## config.mk

```make
export PLATFORM = sky130hd
export DESIGN_NAME = narrowing_shift_round_saturate
export DESIGN_NICKNAME = d
export VERILOG_FILES = /design/src/rtl/core/nsrs_pkg.sv /design/src/rtl/core/narrowing_shift_round_saturate.sv
export VERILOG_INCLUDE_DIRS = /design/src /design/src/rtl/core
export SDC_FILE = /design/constraint.sdc
export NUM_CORES = 1
export LEC_CHECK = 0
export BUFFER_PORTS_ARGS = -buffer_cell sky130_fd_sc_hd__clkbuf_2
export CORE_MARGIN = 3
export CORE_UTILIZATION = 28
export CTS_BUF_LIST = sky130_fd_sc_hd__clkbuf_16
export CTS_CLUSTER_SIZE = 40
export DETAILED_ROUTE_END_ITERATION = 7
export SYNTH_ARGS = -nofsm -noshare
export SYNTH_HDL_FRONTEND = slang
export SYNTH_SLANG_ARGS = --single-unit
```

## constraint.sdc

```tcl
create_clock -name clock -period 14.4 [get_ports clock]
set_clock_uncertainty 0.1 [all_clocks]
set_input_delay 0 -clock clock [delete_from_list [all_inputs] [get_ports clock]]
set_output_delay 0 -clock clock [all_outputs]
set_load 0.02 [all_outputs]
```

## src/rtl/core/narrowing_shift_round_saturate_macros.svh

```systemverilog
// ----------------------------------------------------------------------------
// narrowing shift round saturate - assertion macros
// helpers for concurrent checks in narrowing_shift_round_saturate.sv
// ----------------------------------------------------------------------------
`ifndef NARROWING_SHIFT_ROUND_SATURATE_MACROS_SVH
`define NARROWING_SHIFT_ROUND_SATURATE_MACROS_SVH

// same-cycle implication, disabled during reset
`define NSRS_ASSERT_IMP(label, clk, rst, ante, cons, msg) \
   label: assert property (@(posedge clk) disable iff (rst) (ante) |-> (cons)) \
      else $error(msg);

// next-cycle implication, disabled during reset
`define NSRS_ASSERT_NXT(label, clk, rst, ante, cons, msg) \
   label: assert property (@(posedge clk) disable iff (rst) (ante) |=> (cons)) \
      else $error(msg);

`endif

```

## src/rtl/core/nsrs_pkg.sv

```systemverilog
// ----------------------------------------------------------------------------
// nsrs_pkg
// types and codes of the narrowing shift, round and saturate lane
// ----------------------------------------------------------------------------
`default_nettype none

package nsrs_pkg;

   typedef enum logic [3:0] {
      OP_SRAN    = 4'd0,
      OP_SRARN   = 4'd1,
      OP_SRLN    = 4'd2,
      OP_SRLRN   = 4'd3,
      OP_SSRANS  = 4'd4,
      OP_SSRARNS = 4'd5,
      OP_SSRANU  = 4'd6,
      OP_SSRARNU = 4'd7,
      OP_SSRLNS  = 4'd8,
      OP_SSRLRNS = 4'd9,
      OP_SSRLNU  = 4'd10,
      OP_SSRLRNU = 4'd11
   } op_type;

   typedef enum logic [1:0] {
      ES_BYTE   = 2'd0,
      ES_HALF   = 2'd1,
      ES_WORD   = 2'd2,
      ES_DOUBLE = 2'd3
   } esize_type;

   // output treatment after shift and round
   typedef enum logic [2:0] {
      SAT_NONE,
      SAT_SIGNED,
      SAT_UNS_ARITH,
      SAT_SIGNED_LOG,
      SAT_UNS_LOG,
      SAT_ZERO
   } sat_type;

   localparam int unsigned SRC_W = 128;
   localparam int unsigned RES_W = 64;

   typedef struct packed {
      sat_type   mode;
      logic      rnd;
      logic      neg;
      esize_type size;
   } ctrl_type;

   // source with a fill guard bit above and a round guard bit below, so the
   // last bit shifted out lands in bit 0
   typedef struct packed {
      ctrl_type         ctrl;
      logic [SRC_W+1:0] w;
      logic [6:0]       amt;
   } stage_a_type;

   typedef struct packed {
      ctrl_type         ctrl;
      logic [SRC_W+1:0] w;
      logic [3:0]       fine;
   } stage_b_type;

   typedef struct packed {
      ctrl_type         ctrl;
      logic [SRC_W+1:0] w;
   } stage_c_type;

   typedef struct packed {
      ctrl_type         ctrl;
      logic [SRC_W-1:0] v;
   } stage_d_type;

endpackage

`default_nettype wire

```

## src/rtl/core/narrowing_shift_round_saturate.sv

```systemverilog
// ----------------------------------------------------------------------------
// narrowing_shift_round_saturate
// one lane of a vector narrowing right shift with optional rounding and
// signed or unsigned saturation to half the source width
// ----------------------------------------------------------------------------
// path: accepted requests pass stages a, b, c and d, then the result register
// throughput: one request per cycle while not stalled; five-stage pipeline
// (decode, coarse shift, fine shift, round add, saturate)
// reset: synchronous active-high reset empties every stage; no other state
// ----------------------------------------------------------------------------
`default_nettype none

`include "narrowing_shift_round_saturate_macros.svh"

module narrowing_shift_round_saturate (
   input  wire logic        clock,
   input  wire logic        reset,
   input  wire logic        req_valid,
   output logic             req_stall,
   input  wire logic [3:0]  req_op,
   input  wire logic [1:0]  req_elem_size,
   input  wire logic [63:0] req_value_low,
   input  wire logic [63:0] req_value_high,
   input  wire logic [6:0]  req_shift_amount,
   output logic             rsp_valid,
   input  wire logic        rsp_stall,
   output logic [63:0]      rsp_result
);
   import nsrs_pkg::*;

   // stage valids and payloads
   logic        a_valid_ff, b_valid_ff, c_valid_ff, d_valid_ff, rsp_valid_ff;
   stage_a_type a_ff, a_in;
   stage_b_type b_ff, b_in;
   stage_c_type c_ff, c_in;
   stage_d_type d_ff, d_in;
   logic [63:0] rsp_result_ff, rsp_result_in;

   // per-stage advance enables; a stage loads when it is empty or drains
   logic en_a, en_b, en_c, en_d, en_out;

   assign en_out    = !rsp_valid_ff || !rsp_stall;
   assign en_d      = !d_valid_ff || en_out;
   assign en_c      = !c_valid_ff || en_d;
   assign en_b      = !b_valid_ff || en_c;
   assign en_a      = !a_valid_ff || en_b;
   assign req_stall = !en_a;

   assign rsp_valid  = rsp_valid_ff;
   assign rsp_result = rsp_result_ff;

   // ---------------------------------------------------------------- decode
   op_type   op;
   sat_type  mode;
   logic     arith;
   logic     sign;
   logic [SRC_W-1:0] src;

   assign op = op_type'(req_op);

   always_comb begin
      arith = 1'b0;
      mode  = SAT_ZERO;
      unique case (op)
         OP_SRAN, OP_SRARN: begin
            arith = 1'b1;
            mode  = SAT_NONE;
         end
         OP_SRLN, OP_SRLRN: begin
            mode  = SAT_NONE;
         end
         OP_SSRANS, OP_SSRARNS: begin
            arith = 1'b1;
            mode  = SAT_SIGNED;
         end
         OP_SSRANU, OP_SSRARNU: begin
            arith = 1'b1;
            mode  = SAT_UNS_ARITH;
         end
         OP_SSRLNS, OP_SSRLRNS: begin
            mode  = SAT_SIGNED_LOG;
         end
         OP_SSRLNU, OP_SSRLRNU: begin
            mode  = SAT_UNS_LOG;
         end
         default: begin
            // codes past the last op give a zero result
            mode  = SAT_ZERO;
         end
      endcase
   end

   // extend the 2N-bit source to 128 bits and reduce the count modulo 2N
   always_comb begin
      a_in.ctrl.mode = mode;
      a_in.ctrl.rnd  = req_op[0];
      a_in.ctrl.size = esize_type'(req_elem_size);
      sign = 1'b0;
      src  = '0;
      a_in.amt = '0;
      unique case (esize_type'(req_elem_size))
         ES_BYTE: begin
            sign     = arith && req_value_low[15];
            src      = {{112{sign}}, req_value_low[15:0]};
            a_in.amt = {3'b000, req_shift_amount[3:0]};
         end
         ES_HALF: begin
            sign     = arith && req_value_low[31];
            src      = {{96{sign}}, req_value_low[31:0]};
            a_in.amt = {2'b00, req_shift_amount[4:0]};
         end
         ES_WORD: begin
            sign     = arith && req_value_low[63];
            src      = {{64{sign}}, req_value_low};
            a_in.amt = {1'b0, req_shift_amount[5:0]};
         end
         ES_DOUBLE: begin
            sign     = arith && req_value_high[63];
            src      = {req_value_high, req_value_low};
            a_in.amt = req_shift_amount;
         end
      endcase
      a_in.ctrl.neg = sign;
      // top guard copies the fill bit, bottom guard catches the round bit
      a_in.w = {sign, src, 1'b0};
   end

   // ---------------------------------------------------------- coarse shift
   // shift by multiples of 16; fill comes from the sign guard bit
   always_comb begin
      b_in.ctrl = a_ff.ctrl;
      b_in.fine = a_ff.amt[3:0];
      b_in.w    = $unsigned($signed(a_ff.w) >>> {a_ff.amt[6:4], 4'b0000});
   end

   // ------------------------------------------------------------ fine shift
   always_comb begin
      c_in.ctrl = b_ff.ctrl;
      c_in.w    = $unsigned($signed(b_ff.w) >>> b_ff.fine);
   end

   // ------------------------------------------------------------ round add
   // bit 0 holds the last bit shifted out, zero when the count is zero
   always_comb begin
      d_in.ctrl = c_ff.ctrl;
      d_in.v    = c_ff.w[SRC_W:1] + {{(SRC_W-1){1'b0}}, c_ff.ctrl.rnd & c_ff.w[0]};
   end

   // ------------------------------------------------------------ saturate
   logic [63:0] nmask, smax, smin, low;
   logic        above_n, above_n1, all_n1;

   always_comb begin
      nmask    = '1;
      above_n  = 1'b0;
      above_n1 = 1'b0;
      all_n1   = 1'b0;
      unique case (d_ff.ctrl.size)
         ES_BYTE: begin
            nmask    = 64'h0000_0000_0000_00FF;
            above_n  = |d_ff.v[127:8];
            above_n1 = |d_ff.v[127:7];
            all_n1   = &d_ff.v[127:7];
         end
         ES_HALF: begin
            nmask    = 64'h0000_0000_0000_FFFF;
            above_n  = |d_ff.v[127:16];
            above_n1 = |d_ff.v[127:15];
            all_n1   = &d_ff.v[127:15];
         end
         ES_WORD: begin
            nmask    = 64'h0000_0000_FFFF_FFFF;
            above_n  = |d_ff.v[127:32];
            above_n1 = |d_ff.v[127:31];
            all_n1   = &d_ff.v[127:31];
         end
         ES_DOUBLE: begin
            nmask    = 64'hFFFF_FFFF_FFFF_FFFF;
            above_n  = |d_ff.v[127:64];
            above_n1 = |d_ff.v[127:63];
            all_n1   = &d_ff.v[127:63];
         end
      endcase
      smax = nmask >> 1;
      smin = nmask & ~smax;
      low  = d_ff.v[63:0] & nmask;

      rsp_result_in = '0;
      unique case (d_ff.ctrl.mode)
         SAT_NONE: begin
            rsp_result_in = low;
         end
         SAT_SIGNED: begin
            // fits when everything from bit N-1 up is a copy of the sign
            if (!above_n1 || all_n1) begin
               rsp_result_in = low;
            end else if (d_ff.v[SRC_W-1]) begin
               rsp_result_in = smin;
            end else begin
               rsp_result_in = smax;
            end
         end
         SAT_UNS_ARITH: begin
            // negative sources clamp to zero
            if (d_ff.ctrl.neg) begin
               rsp_result_in = '0;
            end else if (above_n) begin
               rsp_result_in = nmask;
            end else begin
               rsp_result_in = low;
            end
         end
         SAT_SIGNED_LOG: begin
            rsp_result_in = above_n1 ? smax : low;
         end
         SAT_UNS_LOG: begin
            rsp_result_in = above_n ? nmask : low;
         end
         SAT_ZERO: begin
            rsp_result_in = '0;
         end
         default: begin
            rsp_result_in = '0;
         end
      endcase
   end

   // ------------------------------------------------------------ registers
   always_ff @(posedge clock) begin
      if (reset) begin
         a_valid_ff   <= 1'b0;
         b_valid_ff   <= 1'b0;
         c_valid_ff   <= 1'b0;
         d_valid_ff   <= 1'b0;
         rsp_valid_ff <= 1'b0;
      end else begin
         if (en_a) begin
            a_valid_ff <= req_valid;
         end
         if (en_b) begin
            b_valid_ff <= a_valid_ff;
         end
         if (en_c) begin
            c_valid_ff <= b_valid_ff;
         end
         if (en_d) begin
            d_valid_ff <= c_valid_ff;
         end
         if (en_out) begin
            rsp_valid_ff <= d_valid_ff;
         end
      end
   end

   always_ff @(posedge clock) begin
      if (en_a) begin
         a_ff <= a_in;
      end
      if (en_b) begin
         b_ff <= b_in;
      end
      if (en_c) begin
         c_ff <= c_in;
      end
      if (en_d) begin
         d_ff <= d_in;
      end
      if (en_out) begin
         rsp_result_ff <= rsp_result_in;
      end
   end

   // ------------------------------------------------------------ checks
   `NSRS_ASSERT_IMP(a_stall_only_when_full, clock, reset, req_stall, a_valid_ff && b_valid_ff && c_valid_ff && d_valid_ff && rsp_valid_ff && rsp_stall, "request stalled with a free stage")
   `NSRS_ASSERT_NXT(a_accept_fills_first, clock, reset, req_valid && !req_stall, a_valid_ff, "accepted request missing from first stage")
   `NSRS_ASSERT_NXT(a_last_stage_holds, clock, reset, d_valid_ff && !en_out, d_valid_ff, "blocked request dropped from last stage")
   `NSRS_ASSERT_NXT(a_unused_op_zero, clock, reset, d_valid_ff && en_out && (d_ff.ctrl.mode == SAT_ZERO), rsp_result == 64'd0, "unused op code gave a nonzero result")

endmodule

`default_nettype wire

```

==> flow_summary.toml, run 1 <==
[outcome]
status = "finished clean"

[timing]
relSlewSlack = 0.157
rsz0062_at_grt = "false"
worst_pin_slew_ns = 1.27
finalHoldViolCount = 0
min_period_ns = 4.17
report.final.slew_viol_count = 0
fin_crit_sh = 0.290
final.setup.tns_ns = 0
max_freq_mhz = 240
setup_viol = 0

[global_route]
use_met3 = 0.0240
grt_pass1_wl_mm = 148
grt.overflow.total = 0
grt-busiest-layer = "met1"
use_met1 = 0.235
grtUsageMet2 = 0.226
antenna_found_initial = 4
grt_pass1_vias = 22700
grt_max_degree = 97
track_usage = 0.154

[synth]
syn_avg_cell_area_um2 = 12.3
yosys.area.top_type = "edfxtp_1"
synth_top_cell_area_share = 0.546
ys_warn_count = 0
syn_area_mm2 = 0.0339
synth_flop_cell = "edfxtp_1"
netlist_instances = 2745
synth.most_common_cell = "edfxtp_1"
synth_common_cells = "edfxtp_1 (616), nand2_1 (318), mux4_2 (164)"
yosysSeqAreaShare = 0.549
synth_edf_count = 616
synth_nets = 2893
synth_area_leaders = "edfxtp_1 (55%), mux4_2 (11%), nand2_1 (3.5%)"
synth_seq_cells = 621
ys_async_sr_fraction = 0
yosysUniqueCellTypes = 65

[power]
sw_frac_of_total = 0.277
power_uw = 5000
p_sw_uw = 1390
powerDensity_mw_per_mm2 = 124
share_comb_of_total_power = 0.163
power_leakage_uw = 0.0158
clkPwrFrac = 0.335
ir_worst_vdd_mv = 0.0930
p_int_uw = 3610
p_seq_frac = 0.502

[floorplan]
rows = 127
die_y_um = 354
die_x_um = 354
io-pin-count = 211
fp.dieArea_mm2 = 0.125
core_area_mm2 = 0.120
start_util = 0.283

[clock_tree]
htree_levels = 3
cts.sink_count = 621
cts_tree = "yes"
clk_transition_reported_paths_ns = 0.06
clockBufferDepth = 3
cts_buffers = 66
clk_latency_ns = 0.61
ctsRootBufferMaster = "clkbuf_16"
ctsResizeCount = 0

[route]
first_pass_iters = 6
wl_per_cell_um = 21.2
wl_mm = 99.3
drcViolationCount = 0
routed_via_density = 5.15
vias = 24100
drt-initial-drc-count = 2852
postRouteAntennaNets = 0

[worst_setup_path]
path_class = "register to register"
endpoint_kind = "register"
crit_chain = "nor4_1 > nand4_1 > nor4_2 > a21boi_0 > a21oi_1 > buf_4 > o21ai_2 > o211ai_1"
slowest_delay_ns = 0.99
path_max_fanout = 31
slowest_stage = "o21ai_2"
worstPathArrival_ns = 4.35
startpoint_type = "register"
crit_required_ns = 14.58

[cells_and_area]
nets = 3170
num_antenna_cells = 0
num-fill-cells = 11800
syn2layout_area_growth_pct = 18.7
drive_gt1_frac = 0.203

[worst_hold_path]
hold_class = "input pin to register"

[place]
dp_hpwl_mm = 74.2
routabilityCongestion = 0.951
portBuffers = 210

[flow_run]
maxCapViolations = 0
## layout make-up
class,count,area [um2],share of cell area
timing repair buffer,404,2910,0.0723
tap,1612,2020,0.0501
inverter,64,244,0.00606
multi-input combinational,1865,14400,0.357
clock inverter,43,339,0.00843
clock buffer,71,1780,0.0441
sequential,621,18600,0.462
## per-stage QoR
step           cell area (um2)  utilization  setup slack (ns)  hold WS (ns)  std cells
2_1_floorplan            33900            -              7.70       -0.0309       2745
3_3_place_gp             36500        0.304             10.40        0.0799       4406
3_5_place_dp             36500        0.304             10.30        0.0801       4406
4_1_cts                  40200        0.335             10.27       0.00681       4680
5_1_grt                  40200        0.335             10.06        0.0400       4680
6_report                 40200        0.335             10.23        0.0347       4680
## path summary, 6_finish.rpt
path / from / end / slack (ns) / cells past startpoint
min: req_value_low[6] / a_ff[14] / 0.03 / 2
min reg2reg: b_ff[137] / c_ff[133] / 0.32 / 0
max: d_ff[82] / rsp_result[59] / 10.23 / 8
max reg2reg: d_ff[82] / rsp_result[59] / 10.23 / 8
## kinds of logic after synthesis
group           count (synthesis)  share of synthesized area
buf+inv                       259                     0.0289
flops                         621                      0.549
simple gates                  827                      0.121
compound gates                588                      0.110
mux                           320                      0.157
fa+ha+maj                       3                    0.00111
xor+xnor                      127                     0.0328
## routing by layer
| layer | wire (um) | share of wire |
|---|---|---|
| met1 | 46800 | 0.47 |
| met2 | 43100 | 0.43 |
| met3 | 6900 | 0.069 |
| met4 | 2470 | 0.025 |
| met5 | 13 | 0.00013 |
## repair_timing
action | CTS | global route
buffers inserted | 0 | 0
hold endpoints to repair | 146 | 0
hold buffers | 160 | 0
## state kept, by name (all words and copies together) (netlist names)
| signal | count |
|---|---|
| a_ff | 142 |
| b_ff | 140 |
| c_ff | 136 |
| d_ff | 134 |
| rsp_result | 64 |
| a_valid_ff | 1 |
| b_valid_ff | 1 |
| c_valid_ff | 1 |
| d_valid_ff | 1 |
| rsp_valid | 1 |
## layout by cell type (no fill, tap or decap), types with 40 or more instances in the layout
master         netlist  routed
edfxtp_1           616     616
a21o_1             121     121
mux2i_1             96      96
a21oi_1            154     154
o211ai_1            64      64
nand4_1             76      76
nor4_1              40      40
mux4_2             164     164
dlygate4sd3_1        0     160
nand2_1            318     316
clkbuf_2             0     210
xor2_1              41      41
nand3_1             77      76
a31oi_1             63      63
o21ai_0            110     110
and3_1              93      93
nor2_1             113     111
clkbuf_16            0      71
inv_1               61      66
xnor2_1             86      86
mux2_2              60      60
## critical path, delay by kind of cell (launching register included)
family / cells / cell delay, ns
compound gates: 4 / 1.63
simple gates: 3 / 1.43
flops: 1 / 0.41
buf+inv: 1 / 0.22
## power by group through the flow
| stage | clock, uW | sequential, uW | combinational, uW |
|---|---|---|---|
| 2_1_floorplan | 0 | 2460 | 504 |
| 3_3_place_gp | 0 | 2530 | 771 |
| 3_5_place_dp | 0 | 2540 | 773 |
| 4_1_cts | 1710 | 2500 | 810 |
| 5_1_grt | 1780 | 2530 | 882 |
| 6_report | 1670 | 2510 | 816 |
No activity file was read; power rests on OpenSTA's default activity.
==> run 2, diff against run 1 <==
clock period = 3.74 ns   (was 14.4 ns; I/O delays follow)
==> run 2 against run 1 <==
Utilization increased by 0.54 points. Global-route usage increased by 0.13 points. Worst setup slack got worse by 9.9 ns. Sequential share of layout area decreased by 0.72 points. Die area unchanged. Via count increased by 1.4%. Non-clock buffer count increased by 42. Register-to-register slack got worse by 9.9 ns. Critical path depth decreased by 1. Hold slack got worse by 0.0041 ns. Critical endpoint is now rsp_result[17].
==> flow_summary.toml, run 2 (synthesis gave the netlist of run 1 again) <==
[cells_and_area]
num-fill-cells = 11800
nets = 3213
fin_cells = 4732
final_cell_mix = "edfxtp_1 (616), nand2_1 (316), clkbuf_2 (210)"
final_util = 0.341
drive_gt1_frac = 0.214
syn2layout_area_growth_pct = 20.7
regMostFlops = "a_ff"
largest_reg_flops = 142
reg_top3 = "a_ff: 142 flops, b_ff: 140 flops, c_ff: 136 flops"
layout_commonest_cell = "edfxtp_1"

[route]
wl_mm = 100
drcViolationCount = 0
drt-initial-drc-count = 2653
wl_per_cell_um = 21.2
first_pass_iters = 7
vias = 24400
routed_via_density = 5.16
postRouteAntennaNets = 0

[clock_tree]
ctsRootBufferMaster = "clkbuf_16"
cts.sink_count = 621
cts_tree = "yes"
post_cts.repair.setup_buffers = 0
htree_levels = 3
clk_transition_reported_paths_ns = 0.06
clockBufferDepth = 3
clk_latency_ns = 0.62
cts_buffers = 67

[worst_hold_path]
hold_class = "input pin to register"
min_from = "req_value_low[6]"

[worst_setup_path]
startpoint_type = "register"
slowest_delay_ns = 0.66
cp_num_buf_inv = 0
path_max_fanout = 15
worstReg2RegStart = "d_ff[127]"
crit_family = "compound AO/OA/AOI/OAI gates"
path_depth = 7
crit_top_cell = "nand4_1"
crit_chain = "nand4_1 > nor3_1 > o21ai_0 > a2111oi_2 > a21oi_1 > nand4_1 > o211ai_1"
cp-endpoint = "rsp_result[17]"
ff2ff_path_depth = 7
path_class = "register to register"
slowest_stage = "a2111oi_2"
endpoint_kind = "register"
r2r_setup_slack_ns = 0.38
r2r-end = "rsp_result[17]"
startpoint = "d_ff[127]"
worstPathArrival_ns = 3.58
crit_required_ns = 3.95

[timing]
fin_ws_ns = 0.378
fin_crit_sh = 0.899
report.final.slew_viol_count = 0
max_freq_mhz = 297
worst_pin_slew_ns = 1.02
min_period_ns = 3.36
setup_viol = 0
rsz0062_at_grt = "false"
final.setup.tns_ns = 0
finalHoldViolCount = 0
holdWs_ns = 0.0306
relSlewSlack = 0.323

[global_route]
antenna_found_initial = 4
track_usage = 0.155
grt_max_degree = 145
grt_pass1_wl_mm = 149
grt.overflow.total = 0
grt_pass1_vias = 23100

[floorplan]
io-pin-count = 211
core_area_mm2 = 0.120
rows = 127
die_x_um = 354
die_y_um = 354
start_util = 0.283
fp.dieArea_mm2 = 0.125

[place]
place_ws_ns = 0.383
routabilityCongestion = 0.897
dp_hpwl_mm = 75.7
portBuffers = 210
placed_cells = 4447

[power]
powerDensity_mw_per_mm2 = 482
power_leakage_uw = 0.0161
ir_worst_vdd_mv = 0.289

[flow_run]
maxCapViolations = 0

[outcome]
status = "finished clean"
run 2: cell types whose count changed in the layout (fill, tap and decap cells not counted), sizes merged:
cell,change
bufinv,+6
clkbuf,-3
inv,+11
buf,+41
dlygate4sd3,+1
clkinv,-6
diode,+2
run 2: power by group:
| group | internal (uW) | switching, uW | leakage, uW |
|---|---|---|---|
| Combinational | 1460 | 1740 | 0.00805 |
| Clock | 4040 | 2840 | 0.00114 |
| Sequential | 8760 | 888 | 0.00693 |
| Total | 14300 | 5470 | 0.0161 |
run 2: layout make-up:
class / count / area (um2) / area share
multi-input combinational: 1865 / 14400 / 0.351
inverter: 64 / 244 / 0.00597
sequential: 621 / 18600 / 0.455
clock buffer: 68 / 1700 / 0.0416
tap: 1612 / 2020 / 0.0493
clock inverter: 54 / 562 / 0.0137
antenna: 2 / 5.00 / 0.000122
timing repair buffer: 446 / 3400 / 0.0832
run 2: how the worst min path moves through the flow:
stage | end | slack [ns] | depth (start not counted)
after floorplan | rsp_valid | -0.04 | 1
after global placement | a_ff[1] | 0.08 | 1
after detailed placement | a_ff[22] | 0.08 | 1
after CTS | a_ff[14] | 0.003 | 2
after global routing | a_ff[14] | 0.04 | 2
final | a_ff[14] | 0.03 | 2
run 2: what timing repair did:
| action | CTS | global route |
|---|---|---|
| gates resized for setup | 0 | 0 |
| endpoints found under the hold margin | 146 | 0 |
| hold buffers | 161 | 0 |
run 2: routing by layer:
metal  wire length, um  track usage  up-vias  share of wire
met4              2350       0.0408        2          0.023
met2             44600        0.237     1112           0.44
met1             46000        0.229    11900           0.46
met5                13            0        -        0.00013
met3              7430       0.0246      108          0.074
li1                  -            -    11300              -
run 2: metrics by stage:
stage / power [uW] / instance area, um2
floorplan: 11400 / 33900
global placement: 12800 / 37000
detailed placement: 12800 / 37000
CTS: 19800 / 40900
global route: 20500 / 40900
finish: 19700 / 40900
